$ cat src/rtl/nt_pkg.sv
`default_nettype none

package nt_pkg;

    // Field widths fixed by the item format
    localparam int NODE_W    = 64;
    localparam int SCORE_W   = 7;
    localparam int CAPS_W    = 8;
    localparam int DELTA_W   = 8;
    localparam int INDEX_W   = 8;
    localparam int OP_W      = 2;
    localparam int STATUS_W  = 2;

    // Input beat layout, lowest bit first
    localparam int IN_ID_LO    = 0;
    localparam int IN_SCORE_LO = IN_ID_LO + NODE_W;
    localparam int IN_CAPS_LO  = IN_SCORE_LO + SCORE_W;
    localparam int IN_MIN_LO   = IN_CAPS_LO + CAPS_W;
    localparam int IN_REQ_LO   = IN_MIN_LO + SCORE_W;
    localparam int IN_DELTA_LO = IN_REQ_LO + CAPS_W;
    localparam int IN_BITS     = IN_DELTA_LO + DELTA_W;
    localparam int S_TDATA_W   = ((IN_BITS + 7) / 8) * 8;

    // Output beat layout, lowest bit first
    localparam int OUT_BITS  = STATUS_W + 1 + SCORE_W + INDEX_W + NODE_W;
    localparam int M_TDATA_W = ((OUT_BITS + 7) / 8) * 8;

    // Defaults for the top level parameters
    localparam int TABLE_DEPTH_DEF    = 16;
    localparam int ID_BYTES_DEF       = 8;
    localparam int MAX_CANDIDATES_DEF = 256;

    // Score ceiling applied by update
    localparam logic [SCORE_W-1:0] SCORE_MAX = 7'd100;

    typedef enum logic [OP_W-1:0] {
        OP_ADD    = 2'd0,
        OP_CHECK  = 2'd1,
        OP_UPDATE = 2'd2,
        OP_ROUTE  = 2'd3
    } op_t;

    typedef enum logic [STATUS_W-1:0] {
        ST_OK        = 2'd0,
        ST_FULL      = 2'd1,
        ST_NOT_FOUND = 2'd2,
        ST_NO_QUAL   = 2'd3
    } status_t;

    // One candidate event into the run tracker
    typedef struct packed {
        logic               fire;   // event this cycle
        logic               step;   // candidate is counted
        logic               cand;   // found, meets minimum and caps
        logic               last;   // closes the run
        logic [SCORE_W-1:0] score;  // candidate score
    } run_ev_t;

    // Run tracker view, including the event of this cycle
    typedef struct packed {
        logic               found;
        logic [SCORE_W-1:0] score;
        logic [INDEX_W-1:0] index;
    } run_res_t;

    // One result beat
    typedef struct packed {
        op_t                op;
        status_t            status;
        logic               trusted;
        logic [SCORE_W-1:0] score;
        logic [INDEX_W-1:0] index;
        logic [NODE_W-1:0]  id;
    } result_t;

endpackage

`default_nettype wire

$ cat src/rtl/nt_ram.sv
`default_nettype none

module nt_ram #(
    parameter int WIDTH = 8,
    parameter int DEPTH = 16,
    localparam int AW = (DEPTH > 1) ? $clog2(DEPTH) : 1
) (
    input  wire logic             clk,
    input  wire logic             we,
    input  wire logic [AW-1:0]    waddr,
    input  wire logic [WIDTH-1:0] wdata,
    input  wire logic             re,
    input  wire logic [AW-1:0]    raddr,
    output logic      [WIDTH-1:0] rdata
);

    logic [WIDTH-1:0] mem [DEPTH];

    // One write port, one registered read port
    always_ff @(posedge clk)
    begin
        if (we)
        begin
            mem[waddr] <= wdata;
        end
        if (re)
        begin
            rdata <= mem[raddr];
        end
    end

endmodule

`default_nettype wire

$ cat src/rtl/nt_run.sv
`default_nettype none

module nt_run #(
    parameter int ID_W           = 64,
    parameter int MAX_CANDIDATES = 256
) (
    input  wire logic             clk,
    input  wire logic             rst_n,
    input  wire nt_pkg::run_ev_t  ev,
    input  wire logic [ID_W-1:0]  ev_id,
    output logic                  run_full,
    output nt_pkg::run_res_t      res,
    output logic      [ID_W-1:0]  res_id
);

    import nt_pkg::*;

    localparam int POS_W  = $clog2(MAX_CANDIDATES + 1);
    localparam int PIDX_W = (MAX_CANDIDATES > 1) ? $clog2(MAX_CANDIDATES) : 1;

    logic               has_reg, has_next;
    logic [POS_W-1:0]   pos_reg, pos_next;
    logic [SCORE_W-1:0] best_score_reg, best_score_next;
    logic [PIDX_W-1:0]  best_pos_reg, best_pos_next;
    logic [ID_W-1:0]    best_id_reg, best_id_next;
    logic               take;

    assign run_full = (pos_reg == POS_W'(MAX_CANDIDATES));

    // New best only on a strictly higher score
    assign take = ev.fire && ev.step && ev.cand &&
                  (!has_reg || (ev.score > best_score_reg));

    // View after this cycle's candidate
    assign best_score_next = take ? ev.score : best_score_reg;
    assign best_pos_next   = take ? pos_reg[PIDX_W-1:0] : best_pos_reg;
    assign best_id_next    = take ? ev_id : best_id_reg;

    always_comb
    begin
        res.found = has_reg || take;
        res.score = best_score_next;
        res.index = INDEX_W'(best_pos_next);
        res_id    = best_id_next;
    end

    // Run bookkeeping; the closing beat returns to the empty run
    always_comb
    begin
        has_next = has_reg || take;
        pos_next = pos_reg;
        if (ev.fire && ev.step)
        begin
            pos_next = POS_W'(pos_reg + 1'b1);
        end
        if (ev.fire && ev.last)
        begin
            has_next = 1'b0;
            pos_next = '0;
        end
    end

    always_ff @(posedge clk or negedge rst_n)
    begin
        if (!rst_n)
        begin
            has_reg <= 1'b0;
            pos_reg <= '0;
        end
        else
        begin
            has_reg <= has_next;
            pos_reg <= pos_next;
        end
    end

    // Best candidate payload, qualified by has_reg
    always_ff @(posedge clk)
    begin
        best_score_reg <= best_score_next;
        best_pos_reg   <= best_pos_next;
        best_id_reg    <= best_id_next;
    end

endmodule

`default_nettype wire

$ cat src/rtl/node_trust_table.sv
`default_nettype none

// Channel  Dir  Beat payload
// s_*      in   tuser op; tlast last_candidate; tdata node_id, score, caps,
//               min_score, required_caps, score_delta
// m_*      out  tuser done_op; tdata status, trusted, entry_score,
//               selected_index, selected_id
//
// Add goes from idle straight to the response state. Check, update and route
// scan the table from entry 0, one RAM read per cycle, with the compare on the
// read data in the cycle after; the scan ends at the first match or at the fill.
// The entry RAM has a single read port. A candidate past the run limit is not
// scanned, and goes to the response state only when it closes the run. Update
// writes back in the match cycle. Reset empties the table and the route run; no
// clearing pass. Input is taken in idle only; a result still waiting in the
// output register holds the next result in the response state, and the
// intake stalls until it drains.

module node_trust_table #(
    parameter int TABLE_DEPTH    = nt_pkg::TABLE_DEPTH_DEF,
    parameter int ID_BYTES       = nt_pkg::ID_BYTES_DEF,
    parameter int MAX_CANDIDATES = nt_pkg::MAX_CANDIDATES_DEF
) (
    input  wire logic                         clk,
    input  wire logic                         rst_n,
    input  wire logic                         s_tvalid,
    output logic                              s_tready,
    // node_id, score, caps, min_score, required_caps, score_delta, pad
    input  wire logic [nt_pkg::S_TDATA_W-1:0] s_tdata,
    // op
    input  wire logic [nt_pkg::OP_W-1:0]      s_tuser,
    input  wire logic                         s_tlast,
    output logic                              m_tvalid,
    input  wire logic                         m_tready,
    // status, trusted, entry_score, selected_index, selected_id, pad
    output logic      [nt_pkg::M_TDATA_W-1:0] m_tdata,
    // done_op
    output logic      [nt_pkg::OP_W-1:0]      m_tuser
);

    import nt_pkg::*;

    localparam int ID_W  = 8 * ID_BYTES;
    localparam int AW    = (TABLE_DEPTH > 1) ? $clog2(TABLE_DEPTH) : 1;
    localparam int CW    = $clog2(TABLE_DEPTH + 1);
    localparam int ENT_W = ID_W + CAPS_W + SCORE_W;

    typedef enum logic [1:0] {
        S_IDLE,
        S_SCAN,
        S_RESP
    } state_t;

    state_t             state_reg, state_next;
    logic               m_valid_reg, m_valid_next;
    logic [CW-1:0]      count_reg, count_next;
    logic [CW-1:0]      idx_reg, idx_next;
    logic               pend_reg, pend_next;
    logic [AW-1:0]      pidx_reg, pidx_next;

    op_t                op_reg;
    logic [ID_W-1:0]    id_reg;
    logic [SCORE_W-1:0] min_reg;
    logic [CAPS_W-1:0]  req_reg;
    logic [DELTA_W-1:0] delta_reg;
    logic               last_reg;
    result_t            res_reg, res_next;
    result_t            out_reg, out_next;

    // Input beat fields
    op_t                in_op;
    logic [ID_W-1:0]    in_id;
    logic [SCORE_W-1:0] in_score;
    logic [CAPS_W-1:0]  in_caps;
    logic               accept;
    logic               full;

    // Entry RAM
    logic               ram_we, ram_re;
    logic [AW-1:0]      ram_waddr;
    logic [ENT_W-1:0]   ram_wdata, ram_rdata;

    // Scan view of the entry read last cycle
    logic [ID_W-1:0]    ent_id;
    logic [CAPS_W-1:0]  ent_caps;
    logic [SCORE_W-1:0] ent_score;
    logic               hit, more, scan_done;
    logic signed [8:0]  upd_sum;
    logic [SCORE_W-1:0] upd_score;

    // Route run tracker
    run_ev_t            ev;
    logic [ID_W-1:0]    ev_id;
    logic               run_full;
    run_res_t           run_res;
    logic [ID_W-1:0]    run_id;
    result_t            route_res;
    logic               res_load;

    assign in_op    = op_t'(s_tuser);
    assign in_id    = s_tdata[IN_ID_LO +: ID_W];
    assign in_score = s_tdata[IN_SCORE_LO +: SCORE_W];
    assign in_caps  = s_tdata[IN_CAPS_LO +: CAPS_W];

    assign s_tready = (state_reg == S_IDLE);
    assign accept   = s_tvalid && s_tready;
    assign full     = (count_reg == CW'(TABLE_DEPTH));

    assign ent_id    = ram_rdata[ENT_W-1 -: ID_W];
    assign ent_caps  = ram_rdata[SCORE_W +: CAPS_W];
    assign ent_score = ram_rdata[SCORE_W-1:0];

    // Scan: compare entry read last cycle, issue next read unless matched or past the fill
    assign hit       = (state_reg == S_SCAN) && pend_reg && (ent_id == id_reg);
    assign more      = (idx_reg < count_reg);
    assign scan_done = (state_reg == S_SCAN) && (hit || !more);
    assign ram_re    = (state_reg == S_SCAN) && !hit && more;

    // Update arithmetic with clamp to 0..100
    assign upd_sum = $signed({2'b00, ent_score}) + $signed({delta_reg[DELTA_W-1], delta_reg});

    always_comb
    begin
        if (upd_sum < 9'sd0)
        begin
            upd_score = '0;
        end
        else if (upd_sum > $signed({2'b00, SCORE_MAX}))
        begin
            upd_score = SCORE_MAX;
        end
        else
        begin
            upd_score = upd_sum[SCORE_W-1:0];
        end
    end

    // RAM write: append on add, write back on update match
    always_comb
    begin
        ram_we    = 1'b0;
        ram_waddr = pidx_reg;
        ram_wdata = {ent_id, ent_caps, upd_score};
        if (accept && (in_op == OP_ADD) && !full)
        begin
            ram_we    = 1'b1;
            ram_waddr = count_reg[AW-1:0];
            ram_wdata = {in_id, in_caps, in_score};
        end
        else if (hit && (op_reg == OP_UPDATE))
        begin
            ram_we = 1'b1;
        end
    end

    nt_ram #(
        .WIDTH (ENT_W),
        .DEPTH (TABLE_DEPTH)
    ) u_ram (
        .clk   (clk),
        .we    (ram_we),
        .waddr (ram_waddr),
        .wdata (ram_wdata),
        .re    (ram_re),
        .raddr (idx_reg[AW-1:0]),
        .rdata (ram_rdata)
    );

    // Candidate event: at scan end, or at once when the run is past its limit
    always_comb
    begin
        ev       = '0;
        ev_id    = id_reg;
        ev.score = ent_score;
        if (accept && (in_op == OP_ROUTE) && run_full)
        begin
            ev.fire = 1'b1;
            ev.last = s_tlast;
        end
        else if (scan_done && (op_reg == OP_ROUTE))
        begin
            ev.fire = 1'b1;
            ev.step = 1'b1;
            ev.last = last_reg;
            ev.cand = hit && (ent_score >= min_reg) &&
                      ((req_reg == '0) || ((ent_caps & req_reg) != '0));
        end
    end

    nt_run #(
        .ID_W           (ID_W),
        .MAX_CANDIDATES (MAX_CANDIDATES)
    ) u_run (
        .clk      (clk),
        .rst_n    (rst_n),
        .ev       (ev),
        .ev_id    (ev_id),
        .run_full (run_full),
        .res      (run_res),
        .res_id   (run_id)
    );

    // Route run result
    always_comb
    begin
        route_res    = '0;
        route_res.op = OP_ROUTE;
        if (run_res.found)
        begin
            route_res.status = ST_OK;
            route_res.score  = run_res.score;
            route_res.index  = run_res.index;
            route_res.id     = NODE_W'(run_id);
        end
        else
        begin
            route_res.status = ST_NO_QUAL;
        end
    end

    // Sequencer next state and result build
    always_comb
    begin
        state_next = state_reg;
        count_next = count_reg;
        idx_next   = idx_reg;
        pend_next  = pend_reg;
        pidx_next  = pidx_reg;
        res_next   = res_reg;
        res_load   = 1'b0;
        case (state_reg)
            S_IDLE:
            begin
                idx_next  = '0;
                pend_next = 1'b0;
                if (accept)
                begin
                    case (in_op)
                        OP_ADD:
                        begin
                            res_load       = 1'b1;
                            res_next       = '0;
                            res_next.op    = OP_ADD;
                            state_next     = S_RESP;
                            if (full)
                            begin
                                res_next.status = ST_FULL;
                            end
                            else
                            begin
                                res_next.status = ST_OK;
                                res_next.score  = in_score;
                                count_next      = CW'(count_reg + 1'b1);
                            end
                        end
                        OP_ROUTE:
                        begin
                            if (!run_full)
                            begin
                                state_next = S_SCAN;
                            end
                            else if (s_tlast)
                            begin
                                res_load   = 1'b1;
                                res_next   = route_res;
                                state_next = S_RESP;
                            end
                        end
                        default:
                        begin
                            state_next = S_SCAN;
                        end
                    endcase
                end
            end
            S_SCAN:
            begin
                pend_next = ram_re;
                if (ram_re)
                begin
                    idx_next  = CW'(idx_reg + 1'b1);
                    pidx_next = idx_reg[AW-1:0];
                end
                if (scan_done)
                begin
                    res_next    = '0;
                    res_next.op = op_reg;
                    state_next  = S_RESP;
                    res_load    = 1'b1;
                    case (op_reg)
                        OP_CHECK:
                        begin
                            if (hit)
                            begin
                                res_next.score   = ent_score;
                                res_next.trusted = (ent_score >= min_reg);
                            end
                            else
                            begin
                                res_next.status = ST_NOT_FOUND;
                            end
                        end
                        OP_UPDATE:
                        begin
                            if (hit)
                            begin
                                res_next.score = upd_score;
                            end
                            else
                            begin
                                res_next.status = ST_NOT_FOUND;
                            end
                        end
                        default:
                        begin
                            res_next = route_res;
                            if (!last_reg)
                            begin
                                res_load   = 1'b0;
                                state_next = S_IDLE;
                            end
                        end
                    endcase
                    if (!res_load)
                    begin
                        res_next = res_reg;
                    end
                end
            end
            S_RESP:
            begin
                if (!m_valid_reg || m_tready)
                begin
                    state_next = S_IDLE;
                end
            end
            default:
            begin
                state_next = S_IDLE;
            end
        endcase
    end

    // Output register load and drain
    always_comb
    begin
        m_valid_next = m_valid_reg;
        out_next     = out_reg;
        if (m_valid_reg && m_tready)
        begin
            m_valid_next = 1'b0;
        end
        if ((state_reg == S_RESP) && (!m_valid_reg || m_tready))
        begin
            m_valid_next = 1'b1;
            out_next     = res_reg;
        end
    end

    // Control state and registered valid
    always_ff @(posedge clk or negedge rst_n)
    begin
        if (!rst_n)
        begin
            state_reg   <= S_IDLE;
            m_valid_reg <= 1'b0;
            count_reg   <= '0;
            idx_reg     <= '0;
            pend_reg    <= 1'b0;
        end
        else
        begin
            state_reg   <= state_next;
            m_valid_reg <= m_valid_next;
            count_reg   <= count_next;
            idx_reg     <= idx_next;
            pend_reg    <= pend_next;
        end
    end

    // Item and result payload
    always_ff @(posedge clk)
    begin
        if (accept)
        begin
            op_reg    <= in_op;
            id_reg    <= in_id;
            min_reg   <= s_tdata[IN_MIN_LO +: SCORE_W];
            req_reg   <= s_tdata[IN_REQ_LO +: CAPS_W];
            delta_reg <= s_tdata[IN_DELTA_LO +: DELTA_W];
            last_reg  <= s_tlast;
        end
        pidx_reg <= pidx_next;
        res_reg  <= res_next;
        out_reg  <= out_next;
    end

    assign m_tvalid = m_valid_reg;
    assign m_tuser  = out_reg.op;
    assign m_tdata  = M_TDATA_W'({out_reg.id, out_reg.index, out_reg.score,
                                  out_reg.trusted, out_reg.status});

`ifndef SYNTHESIS
    // Fill never passes the table size
    assert property (@(posedge clk) disable iff (!rst_n)
        count_reg <= CW'(TABLE_DEPTH))
    else $error("entry count beyond table depth");

    // A match is always on a filled entry
    assert property (@(posedge clk) disable iff (!rst_n)
        hit |-> (CW'(pidx_reg) < count_reg))
    else $error("scan match outside filled entries");

    // An add with room grows the fill by one
    assert property (@(posedge clk) disable iff (!rst_n)
        (accept && (in_op == OP_ADD) && !full) |=> (count_reg == CW'($past(count_reg) + 1'b1)))
    else $error("add did not advance entry count");

    // Never a scan read of the entry that a write is issued to
    assert property (@(posedge clk) disable iff (!rst_n)
        !(ram_we && ram_re && (ram_waddr == idx_reg[AW-1:0])))
    else $error("read and write to one entry in a cycle");
`endif

endmodule

`default_nettype wire
$ cat config.mk
export PLATFORM = sky130hd
export DESIGN_NAME = node_trust_table
export DESIGN_NICKNAME = d
export VERILOG_FILES = /design/src/rtl/nt_pkg.sv /design/src/rtl/nt_ram.sv /design/src/rtl/nt_run.sv /design/src/rtl/node_trust_table.sv
export SDC_FILE = /design/constraint.sdc
export NUM_CORES = 2
export LEC_CHECK = 0
export BUFFER_PORTS_ARGS = -buffer_cell sky130_fd_sc_hd__buf_2
export CAP_MARGIN = 5
export CORE_MARGIN = 2
export CORE_UTILIZATION = 49
export DETAILED_ROUTE_END_ITERATION = 8
export MAX_ROUTING_LAYER = met4
export PLACE_DENSITY = 0.68
export SLEW_MARGIN = 15
export SYNTH_ARGS = -nofsm -noshare
export SYNTH_HDL_FRONTEND = slang
export SYNTH_SLANG_ARGS = --single-unit
$ cat constraint.sdc
create_clock -name clk -period 10.7 [get_ports clk]
set_input_delay 1.605 -clock clk [delete_from_list [all_inputs] [get_ports clk]]
set_output_delay 1.605 -clock clk [all_outputs]
set_load 0.05 [all_outputs]
==> metrics.md <==
| Metric | Value |
|---|---|
| Largest net degree at the start of global routing | 110 |
| Synth top cells by count | 1605 x edfxtp_1, 395 x mux4_2, 260 x nand2_1, 87 x clkbuf_1, 81 x and3_1 |
| CORE AREA | 132000 sq um |
| Final period util | 0.556 |
| H-tree Lvls | 4 |
| Count leader, synth | edfxtp_1 |
| Grt ovf | 0 |
| Final total power | 18.7 mW |
| Leading area contributor after synthesis | edfxtp_1 |
| Slew headroom | 0.237 |
| Post-CTS Hold Buffers | 0 |
| Initial antenna violation count | 5 |
| Root buf cell | clkbuf_16 |
| Fin cells | 5261 |
| Most used flip-flop cell after synthesis | edfxtp_1 |
| Slew @ Worst Pin | 1.14 ns |
| Max VDD drop | 0.195 mV |
| DRC | 0 |
| Initial Utilization | 0.494 |
| Io pins | 203 |
| Post CTS Setup Buffer Count | 0 |
| WL final | 153000 um |
| Detail Placement HPWL | 83700 um |
| Die area | 136000 sq um |
| CTS tree | done |
| Final setup viols | 0 |
| Max_cap viols | 0 |
| Routed Antenna Nets | 0 |
| Final Max Slew Viols | 0 |
| Crit. End Element | flip-flop |
| Via density per instance | 6.02 |
| Post-CTS resize count | 0 |
| Synth Warn # | 0 |
| First-pass GRT wire length | 222000 um |
| Layout Utilization | 0.560 |
| RSZ-0062 raised after global routing | false |
| Mean Syn Cell Area | 21.1 sq um |
| Via count of the first global-routing pass | 32100 |
| HP Class | flip-flop to flip-flop |
| Sequential area share after synthesis | 0.774 |
| Yosys top cell area share | 0.741 |
| Height of the chip | 368 um |
| Layout overhead on the synthesized area | 13.3% |
| Hold Vio Cnt, Final | 0 |
| Inst Count DP | 4947 |
| Overall via count from detail_route | 31700 |
| Clock Latency Late Sink | 0.80 ns |
| Synth Cell Area | 65100 sq um |
| Number of flip-flops in the largest register | 1264 |
| Distinct cells, synth | 67 |
| CP startpoint kind | flip-flop |
| Crit Path Class | flip-flop to flip-flop |
| Fillers | 9665 |
| GP Congestion | 0.825 |
| Async S/R FF share, synth | 0.0141 |
| Critical path peak fanout | 33 |
| Final Skew | 0.0347 ns |
| Port Buf Inserts | 194 |
| Setup TNS | 0 ns |
| Cells after Synth | 3082 |
| Row count | 133 |
| Synth area leaders | edfxtp_1 74%, mux4_2 14%, dfxtp_1 2.4% |
| Area of the multi-input gates | 14200 sq um |
| Data arrival, critical path | 6.37 ns |
| Clock Sinks | 1708 |
| CTS Buf Count | 170 |
| Post-synth EDFFs | 1605 |
| Clock buffer depth | 3 |
| PwrDens | 254 nW/um^2 |
| All-Layer GR Usage | 0.234 |
| Drt wl/cell | 29.1 um |
| Critical path required time | 11.12 ns |
| Die span in x | 368 um |
| Initial DRT Pass Iterations | 5 |
| Pleak | 24.2 nW |
| DR iter-0 viols | 3914 |
| #FFs+latches synth | 1708 |
| Fmax | 0.168 GHz |
| Final Net Count | 3513 |
| Layout cell share with drive strength beyond 1 | 0.286 |
| Fin crit period | 5.95 ns |
| Outcome | complete, no violations |
| Clock slew at reported path FFs | 0.06 ns |
| Storage element area | 50400 sq um |
==> worst max-delay path: stages, from the launching register on <==
cell	delay [ns]
dfrtp_1	0.54
nor2b_1	0.75
nand4_1	0.64
nor3_1	0.29
and4b_1	0.48
and2_1	0.27
a31oi_1	0.36
nor2_4	0.83
buf_4	0.69
buf_4	0.70
==> stage by stage <==
stage / worst slack, ns / instance area, sq um / hold slack, ns
3_5_place_dp: 4.06 / 68400 / 0.405
5_1_grt: 4.54 / 73700 / 0.427
3_3_place_gp: 4.08 / 68400 / 0.403
6_report: 4.75 / 73800 / 0.407
2_1_floorplan: 1.02 / 65100 / 0.400
4_1_cts: 4.73 / 73700 / 0.414
==> worst paths after layout <==
kind | from | endpoint | slack, ns | cells after the start
max | state_reg[0]$_DFFE_PN0P_ | u_ram.mem[10][44]$_DFFE_PP_ | 4.75 | 9
min | res_reg[28]$_DFFE_PP_ | m_tdata[46]$_DFFE_PP_ | 0.41 | 0
max reg2reg | state_reg[0]$_DFFE_PN0P_ | u_ram.mem[10][44]$_DFFE_PP_ | 4.75 | 9
min reg2reg | res_reg[28]$_DFFE_PP_ | m_tdata[46]$_DFFE_PP_ | 0.41 | 0
max in group asynchronous | rst_n | idx_reg[0]$_DFFE_PN0P_ | 9.40 | 1
min in group asynchronous | rst_n | m_tvalid$_DFFE_PN0P_ | 0.83 | 1
==> cell families (layout without fill, tap and decap cells) <==
group,after synthesis,count (layout),synth area share
mux,472,472,0.150
xor+xnor,73,73,0.00982
other cells,1,10,0.0000576
simple gates,489,489,0.0356
buf+inv,185,600,0.0113
compound gates,116,116,0.0116
fa+ha+maj,38,38,0.00742
flops,1708,1708,0.774
==> per-layer routing <==
layer  track usage  vias up  wire length [um]  part of all wire
met5             -        -                 0                 0
met4        0.0605        0              3270             0.021
met1         0.325    16800             62600              0.41
met3        0.0384      214             12400             0.081
met2         0.364     1502             74700              0.49
li1              -    13100                 -                 -
==> placed cells by master (no fill, tap or decap), types with 13 or more instances in the layout <==
master and instances:
edfxtp_1 1605, mux4_2 395, nand2_1 259, buf_2 194, clkbuf_16 171, and3_1 79
dfxtp_1 79, mux2_2 77, xnor2_1 61, buf_4 53, clkbuf_1 49, inv_1 38
ha_1 37, nor2_1 30, o21ai_0 30, clkinv_2 27, nand4_1 25, dfrtp_1 21
a21oi_1 20, clkinv_1 20, nand3_1 18, nor2_4 14, nor3_1 13, clkbuf_8 13
==> cell type report <==
| cell class | instances | share of cell area |
|---|---|---|
| Sequential cell | 1708 | 0.683 |
| Multi-Input combinational cell | 1194 | 0.192 |
| Clock buffer | 233 | 0.0629 |
| Tap cell | 1755 | 0.0298 |
| Timing Repair Buffer | 251 | 0.0196 |
| Clock inverter | 77 | 0.00991 |
| Inverter | 39 | 0.00205 |
| Antenna cell | 4 | 0.000136 |
==> power breakdown <==
group | internal [mW] | switching, mW
logic | 1.43 | 2.57
registers | 8.70 | 0.316
clock network | 3.25 | 2.49
total | 13.4 | 5.37
Note: power is estimated with default switching activity, not from simulation.
